==> src/rtl/fas_pkg.sv <==
// Package for the frame animation sequencer: widths, codes, shared types and
// the frame stepping function. Used by every module of the block.
package fas_pkg;

	localparam int MAX_FRAMES = 64;
	localparam int FRAME_W    = $clog2(MAX_FRAMES);
	localparam int COUNT_W    = 7;
	localparam int TIME_W     = 32;
	localparam int MODE_W     = 2;
	localparam int CFG_IDX_W  = 2;
	localparam int CFG_DATA_W = 7;
	localparam int S_DATA_W   = 72;
	localparam int M_DATA_W   = 8;

	localparam logic [MODE_W-1:0] MODE_LOOP     = 2'd0;
	localparam logic [MODE_W-1:0] MODE_PINGPONG = 2'd1;
	localparam logic [MODE_W-1:0] MODE_CLAMP    = 2'd2;

	localparam logic CMD_TICK  = 1'b0;
	localparam logic CMD_WRITE = 1'b1;

	localparam logic [CFG_IDX_W-1:0] REG_PLAY_MODE   = 2'd0;
	localparam logic [CFG_IDX_W-1:0] REG_FRAME_COUNT = 2'd1;
	localparam logic [CFG_IDX_W-1:0] REG_STOPPED     = 2'd2;

	localparam logic [COUNT_W-1:0] COUNT_MAX = COUNT_W'(MAX_FRAMES);
	localparam logic [TIME_W-1:0]  TIME_SAT  = {TIME_W{1'b1}};

	typedef struct packed {
		logic [MODE_W-1:0]  mode;
		logic [COUNT_W-1:0] count;
		logic               stopped;
	} fas_cfg_t;

	typedef struct packed {
		logic               cmd;
		logic [TIME_W-1:0]  elapsed;
		logic [FRAME_W-1:0] frame_index;
		logic [TIME_W-1:0]  duration;
	} fas_item_t;

	typedef struct packed {
		logic [FRAME_W-1:0] current_frame;
		logic               refreshed;
	} fas_result_t;

	typedef struct packed {
		logic [FRAME_W-1:0] frame;
		logic               fwd;
	} frame_step_t;

	function automatic frame_step_t next_frame(
		input logic [FRAME_W-1:0] cur,
		input logic               fwd,
		input logic [COUNT_W-1:0] count,
		input logic [MODE_W-1:0]  mode
	);
		frame_step_t        r;
		logic [COUNT_W-1:0] inc;
		logic               at_end;
		inc    = COUNT_W'(cur) + COUNT_W'(1);
		at_end = (inc >= count);
		r.frame = cur;
		r.fwd   = fwd;
		case (mode)
			MODE_LOOP: begin
				r.frame = at_end ? '0 : inc[FRAME_W-1:0];
			end
			MODE_PINGPONG: begin
				if (fwd) begin
					if (at_end) begin
						r.fwd   = 1'b0;
						r.frame = cur - FRAME_W'(1);
					end else begin
						r.frame = inc[FRAME_W-1:0];
					end
				end else if (cur == '0) begin
					r.fwd   = 1'b1;
					r.frame = FRAME_W'(1);
				end else begin
					r.frame = cur - FRAME_W'(1);
				end
			end
			MODE_CLAMP: begin
				r.frame = at_end ? FRAME_W'(count - COUNT_W'(1)) : inc[FRAME_W-1:0];
			end
			default: begin
				r.frame = cur;
			end
		endcase
		return r;
	endfunction

endpackage

==> src/rtl/fas_dur_ram.sv <==
// Frame duration table: one write port and one registered read port,
// write-first on an address collision. Depends on fas_pkg.
module fas_dur_ram
	import fas_pkg::*;
(
	input  logic               clk,
	input  logic               we,
	input  logic [FRAME_W-1:0] waddr,
	input  logic [TIME_W-1:0]  wdata,
	input  logic [FRAME_W-1:0] raddr,
	output logic [TIME_W-1:0]  rdata
);

	logic [TIME_W-1:0] mem [MAX_FRAMES];
	logic [TIME_W-1:0] rdata_q;

	always_ff @(posedge clk) begin
		if (we) begin
			mem[waddr] <= wdata;
		end
	end

	always_ff @(posedge clk) begin
		if (we && (waddr == raddr)) begin
			rdata_q <= wdata;
		end else begin
			rdata_q <= mem[raddr];
		end
	end

	assign rdata = rdata_q;

endmodule

==> src/rtl/fas_core.sv <==
// Animation state and update: accumulator, frame and direction registers,
// with the duration table read ahead for the frame that comes next.
// Depends on fas_pkg and fas_dur_ram.
module fas_core
	import fas_pkg::*;
(
	input  logic        clk,
	input  logic        arst_n,
	input  fas_cfg_t    cfg,
	input  logic        item_valid,
	input  fas_item_t   item,
	output fas_result_t result
);

	logic [FRAME_W-1:0] frame_q, frame_d;
	logic               fwd_q, fwd_d;
	logic [TIME_W-1:0]  accum_q, accum_d;
	logic [TIME_W-1:0]  cur_dur_q, cur_dur_d;
	logic [TIME_W-1:0]  nxt_dur;
	logic [TIME_W:0]    sum;
	logic [TIME_W-1:0]  sat_sum;
	logic               is_write, is_tick, running, advance;
	frame_step_t        step_now, step_ahead;

	assign is_write = item_valid && (item.cmd == CMD_WRITE);
	assign is_tick  = item_valid && (item.cmd == CMD_TICK);
	assign running  = is_tick && !cfg.stopped && (cfg.count >= COUNT_W'(2));

	assign sum     = {1'b0, accum_q} + {1'b0, item.elapsed};
	assign sat_sum = sum[TIME_W] ? TIME_SAT : sum[TIME_W-1:0];
	assign advance = running && (sat_sum >= cur_dur_q);

	assign step_now = next_frame(frame_q, fwd_q, cfg.count, cfg.mode);

	always_comb begin
		frame_d   = frame_q;
		fwd_d     = fwd_q;
		accum_d   = accum_q;
		cur_dur_d = cur_dur_q;
		if (running) begin
			accum_d = sat_sum;
		end
		if (advance) begin
			accum_d   = '0;
			frame_d   = step_now.frame;
			fwd_d     = step_now.fwd;
			cur_dur_d = nxt_dur;
		end
		if (is_write && (item.frame_index == frame_q)) begin
			cur_dur_d = item.duration;
		end
	end

	assign step_ahead = next_frame(frame_d, fwd_d, cfg.count, cfg.mode);

	fas_dur_ram u_ram (
		.clk   (clk),
		.we    (is_write),
		.waddr (item.frame_index),
		.wdata (item.duration),
		.raddr (step_ahead.frame),
		.rdata (nxt_dur)
	);

	always_ff @(posedge clk or negedge arst_n) begin
		if (!arst_n) begin
			frame_q <= '0;
			fwd_q   <= 1'b1;
			accum_q <= '0;
		end else begin
			frame_q <= frame_d;
			fwd_q   <= fwd_d;
			accum_q <= accum_d;
		end
	end

	always_ff @(posedge clk) begin
		cur_dur_q <= cur_dur_d;
	end

	assign result.current_frame = frame_d;
	assign result.refreshed     = running;

endmodule

==> src/rtl/frame_animation_sequencer.sv <==
// Top level of the frame animation sequencer: stream ports, configuration
// registers and the output register. Depends on fas_pkg and fas_core.
//
// Channel   Direction  Transfer when            Carries
// s_axis    in         s_tvalid && s_tready     one tick or one duration write
// m_axis    out        m_tvalid && m_tready     current frame and refresh flag
// cfg       in         cfg_valid && cfg_ready   register index and value
//
// One item per cycle while s_tready is high, and each result is registered.
// The duration of the next frame is read from the table ahead, so s_tready is
// low in the cycle after each configuration write. Reset clears the frame and
// accumulator and sets the direction forward; the table has no reset.
// A stalled output holds its result and s_tready follows m_tready.
module frame_animation_sequencer
	import fas_pkg::*;
(
	input  logic                  clk,
	input  logic                  arst_n,
	input  logic                  s_tvalid,
	output logic                  s_tready,
	// elapsed [31:0], frame_index [37:32], duration [69:38], zeros [71:70]
	input  logic [S_DATA_W-1:0]   s_tdata,
	// cmd [0]
	input  logic                  s_tuser,
	output logic                  m_tvalid,
	input  logic                  m_tready,
	// current_frame [5:0], zeros [7:6]
	output logic [M_DATA_W-1:0]   m_tdata,
	// refreshed [0]
	output logic                  m_tuser,
	input  logic                  cfg_valid,
	output logic                  cfg_ready,
	input  logic [CFG_IDX_W-1:0]  cfg_index,
	input  logic [CFG_DATA_W-1:0] cfg_data
);

	logic [MODE_W-1:0]  mode_q;
	logic [COUNT_W-1:0] count_q;
	logic               stopped_q;
	logic               cfg_hold_q;
	logic               m_valid_q;
	fas_result_t        res_q;
	fas_result_t        result;
	fas_cfg_t           cfg;
	fas_item_t          item;
	logic               s_xfer, cfg_xfer;

	assign cfg_ready = 1'b1;
	assign cfg_xfer  = cfg_valid && cfg_ready;
	assign s_tready  = !cfg_hold_q && (!m_valid_q || m_tready);
	assign s_xfer    = s_tvalid && s_tready;

	always_ff @(posedge clk or negedge arst_n) begin
		if (!arst_n) begin
			mode_q     <= MODE_LOOP;
			count_q    <= '0;
			stopped_q  <= 1'b0;
			cfg_hold_q <= 1'b0;
		end else begin
			cfg_hold_q <= cfg_xfer;
			if (cfg_xfer) begin
				case (cfg_index)
					REG_PLAY_MODE:   mode_q    <= cfg_data[MODE_W-1:0];
					REG_FRAME_COUNT: count_q   <= cfg_data[COUNT_W-1:0];
					REG_STOPPED:     stopped_q <= cfg_data[0];
					default: begin
					end
				endcase
			end
		end
	end

	assign cfg.mode    = mode_q;
	assign cfg.count   = (count_q > COUNT_MAX) ? COUNT_MAX : count_q;
	assign cfg.stopped = stopped_q;

	assign item.cmd         = s_tuser;
	assign item.elapsed     = s_tdata[TIME_W-1:0];
	assign item.frame_index = s_tdata[TIME_W+FRAME_W-1:TIME_W];
	assign item.duration    = s_tdata[2*TIME_W+FRAME_W-1:TIME_W+FRAME_W];

	fas_core u_core (
		.clk        (clk),
		.arst_n     (arst_n),
		.cfg        (cfg),
		.item_valid (s_xfer),
		.item       (item),
		.result     (result)
	);

	always_ff @(posedge clk or negedge arst_n) begin
		if (!arst_n) begin
			m_valid_q <= 1'b0;
		end else if (s_xfer) begin
			m_valid_q <= 1'b1;
		end else if (m_tready) begin
			m_valid_q <= 1'b0;
		end
	end

	always_ff @(posedge clk) begin
		if (s_xfer) begin
			res_q <= result;
		end
	end

	assign m_tvalid = m_valid_q;
	assign m_tdata  = {{(M_DATA_W-FRAME_W){1'b0}}, res_q.current_frame};
	assign m_tuser  = res_q.refreshed;

endmodule

==> config.mk <==
export PLATFORM = sky130hd
export DESIGN_NAME = frame_animation_sequencer
export DESIGN_NICKNAME = d
export VERILOG_FILES = /design/src/rtl/fas_pkg.sv /design/src/rtl/fas_dur_ram.sv /design/src/rtl/fas_core.sv /design/src/rtl/frame_animation_sequencer.sv
export SDC_FILE = /design/constraint.sdc
export NUM_CORES = 2
export LEC_CHECK = 0
export BUFFER_PORTS_ARGS = -buffer_cell sky130_fd_sc_hd__buf_2
export CAP_MARGIN = 20
export CORE_UTILIZATION = 50
export DETAILED_ROUTE_END_ITERATION = 10
export PLACE_DENSITY = 0.74
export SETUP_SLACK_MARGIN = 0.02
export SYNTH_ARGS = -nofsm -noshare
export SYNTH_HDL_FRONTEND = slang
export SYNTH_SLANG_ARGS = --single-unit
==> constraint.sdc <==
create_clock -name clk -period 8.1 [get_ports clk]
set_input_delay 1.62 -clock clk [delete_from_list [all_inputs] [get_ports clk]]
set_output_delay 1.62 -clock clk [all_outputs]
set_load 0.1 [all_outputs]
==> impl_metrics.json <==
{
  "final_cell_mix": "edfxtp_1, mux4_2, buf_4",
  "die_width_microns": 415,
  "grt_pass1_wl_mm": 302,
  "hold_viol": 0,
  "cp_max_fo": 15,
  "synth_mux_area_share_pct": 18.5,
  "p_total_mw": 30.7,
  "clkSinkCount": 2144,
  "drt-initial-drc-count": 5455,
  "finalCriticalPeriod_ns": 7.74,
  "drive_gt1_share_pct": 33.5,
  "ys_ff_latch": 2144,
  "grt-ovfl-total": 0,
  "skew_ns": 0.0220,
  "core_area_sq_um": 169000,
  "vias": 41900,
  "ys_top_cells_by_area": "edfxtp_1, mux4_2, dfrtp_1, ha_1, mux2_2",
  "hold_class": "reg -> reg",
  "fp-row-count": 151,
  "ys.flop_type": "edfxtp_1",
  "finalCritPeriodShare_pct": 95.5,
  "yosys_warnings": 0,
  "vdd_drop_max_mv": 0.307,
  "gp_congestion": 0.850,
  "yosys.area.top_type": "edfxtp_1",
  "hold_ws_ns": 0.496,
  "clk_pin_slew_ns": 0.07,
  "syn_inst": 3760,
  "crit_slowest_cell": "o41a_1",
  "yosysSeqAreaShare_pct": 75.2,
  "tns_ns": 0,
  "synth_xor_area_share_pct": 0.463,
  "grt_start_max_net_pins": 108,
  "grt.total_usage_pct": 24.7,
  "place_ws_ns": -0.502,
  "avgSynthCellArea_sq_um": 22.7,
  "ant_nets": 0,
  "cts_setup_buffers": 0,
  "portBuffers": 93,
  "final_cells": 6490,
  "dieArea_sq_um": 172000,
  "final_common_cell": "edfxtp_1",
  "relSlewSlack_pct": 18.6,
  "finalSetupViolations": 0,
  "viasPerCell": 6.46,
  "dp_hpwl_mm": 110,
  "end_kind": "register",
  "yosys.area_share.simple_pct": 1.65,
  "synth_area_sq_um": 85200,
  "status": "complete, no violations",
  "clk-insertion-delay-late_ns": 0.84,
  "place_inst": 6105,
  "avgRoutedWirePerCell_microns": 32.7,
  "wl_mm": 212,
  "yosys.area.top_type_share_pct": 73.6,
  "synth_compound_area_share_pct": 1.77,
  "areaGrowthSynthToFinish_pct": 13.7,
  "tritoncts": "built",
  "start_util_pct": 50.3,
  "worstSetupPathType": "in -> reg",
  "tightest_slew_ns": 1.22,
  "grt_pass1_vias": 42500,
  "antenna_found_initial": 21,
  "first_pass_iters": 6,
  "power_density_nw_per_um2": 317,
  "route.detailed.drc": 0,
  "layout_setup_ws_ns": 0.361,
  "synth_edf_count": 2087,
  "nets": 4274,
  "rsz0062_at_grt": "false",
  "synth_top_family_by_area": "multiplexers",
  "synth-adder-area-share_pct": 1.27,
  "power_leakage_nw": 31.0,
  "clockBufferDepth": 3,
  "start_kind": "input port",
  "crit_path_max_incr_delay_ns": 0.45,
  "cts_buffers": 203,
  "crit_arrival_ns": 8.47,
  "cap_violations": 0,
  "postCtsHoldBufs": 0,
  "synth_cell_type_count": 80,
  "cts_max_level": 4,
  "clock-root-buffer": "clkbuf_16",
  "fp.dieH_microns": 415,
  "post_cts_resized": 0,
  "clock.fmax_ghz": 0.129,
  "io_pins": 99,
  "synthArstFlopShare_pct": 2.38,
  "finalMaxSlewViolations": 0,
  "cp.required_ns": 8.83
}
-- cell families after synthesis --
kind of cell,Yosys count
fa+ha+maj,86
other cells,2
simple gates,294
mux,726
buf+inv,248
xor+xnor,45
compound gates,215
flops,2144
-- report_power, final --
part	internal (mW)	switching (mW)	leakage, nW	total (mW)
sequential	12.4	0.323	19.5	12.7
clock	5.20	4.09	3.15	9.29
combinational	4.34	4.41	8.43	8.75
-- state kept, by name (all words and copies together) (netlist names), named ones only --
signal            cells
stopped_q             1
u_core.frame_q        6
u_core.accum_q       32
m_tuser               1
u_core.cur_dur_q     32
count_q               7
m_tdata               6
cfg_hold_q            1
mode_q                2
u_core.fwd_q          1
u_core.u_ram.mem   2048
m_tvalid              1
-- cell type report --
| class | count | area, sq um |
|---|---|---|
| tap | 2218 | 2780 |
| inverter | 61 | 229 |
| sequential | 2144 | 64100 |
| multi-input combinational | 1369 | 20800 |
| clock inverter | 135 | 1180 |
| antenna | 3 | 7.51 |
| timing repair buffer | 322 | 2490 |
| fill | 11700 | 72500 |
| clock buffer | 238 | 5280 |
-- metrics by stage --
step / utilization, % / instance area, sq um
2_1_floorplan: - / 85300
3_3_place_gp: 53.2 / 90100
3_5_place_dp: 53.2 / 90100
4_1_cts: 57.1 / 96600
5_1_grt: 57.2 / 96800
6_report: 57.2 / 96800
-- routing by layer --
layer | global-route usage, % | share of wire, % | vias up | routed length [microns]
li1 | - | - | 16700 | -
met3 | 5.65 | 11 | 367 | 22600
met1 | 32.8 | 37 | 22200 | 77800
met5 | 0 | 0.040 | - | 84
met2 | 40.8 | 50 | 2573 | 106000
met4 | 7.40 | 2.7 | 12 | 5670
-- cell usage after synthesis, types with 18 or more instances --
cell type,number
edfxtp_1,2087
a21oi_1,43
o21ai_0,32
dfrtp_1,50
xor2_1,18
buf_1,54
nand2b_1,18
nand2_1,75
a22o_1,29
ha_1,85
inv_1,61
a21o_1,23
nor2_1,107
clkbuf_1,124
xnor2_1,27
mux4_2,672
mux2_2,42
-- critical path, delay by kind of cell --
kind	cells	cell delay, ns
xor+xnor	2	0.34
simple gates	5	0.54
fa+ha+maj	5	1.39
buf+inv	4	0.56
compound gates	17	3.54
mux	2	0.46
-- worst paths after layout --
kind | depth (start not counted) | to | slack, ns | start
max in group asynchronous | 2 | u_core.accum_q[4] | 6.69 | arst_n
worst min-delay path | 2 | u_core.accum_q[0] | 0.50 | u_core.accum_q[0]
worst max register to register | 34 | register | 0.85 | u_core.accum_q[0]
worst max-delay path | 35 | register | 0.36 | s_tdata[0]
worst min register to register | 2 | u_core.accum_q[0] | 0.50 | u_core.accum_q[0]
min in group asynchronous | 2 | count_q[6] | 0.90 | arst_n
No activity file was read; power rests on OpenSTA's default activity.
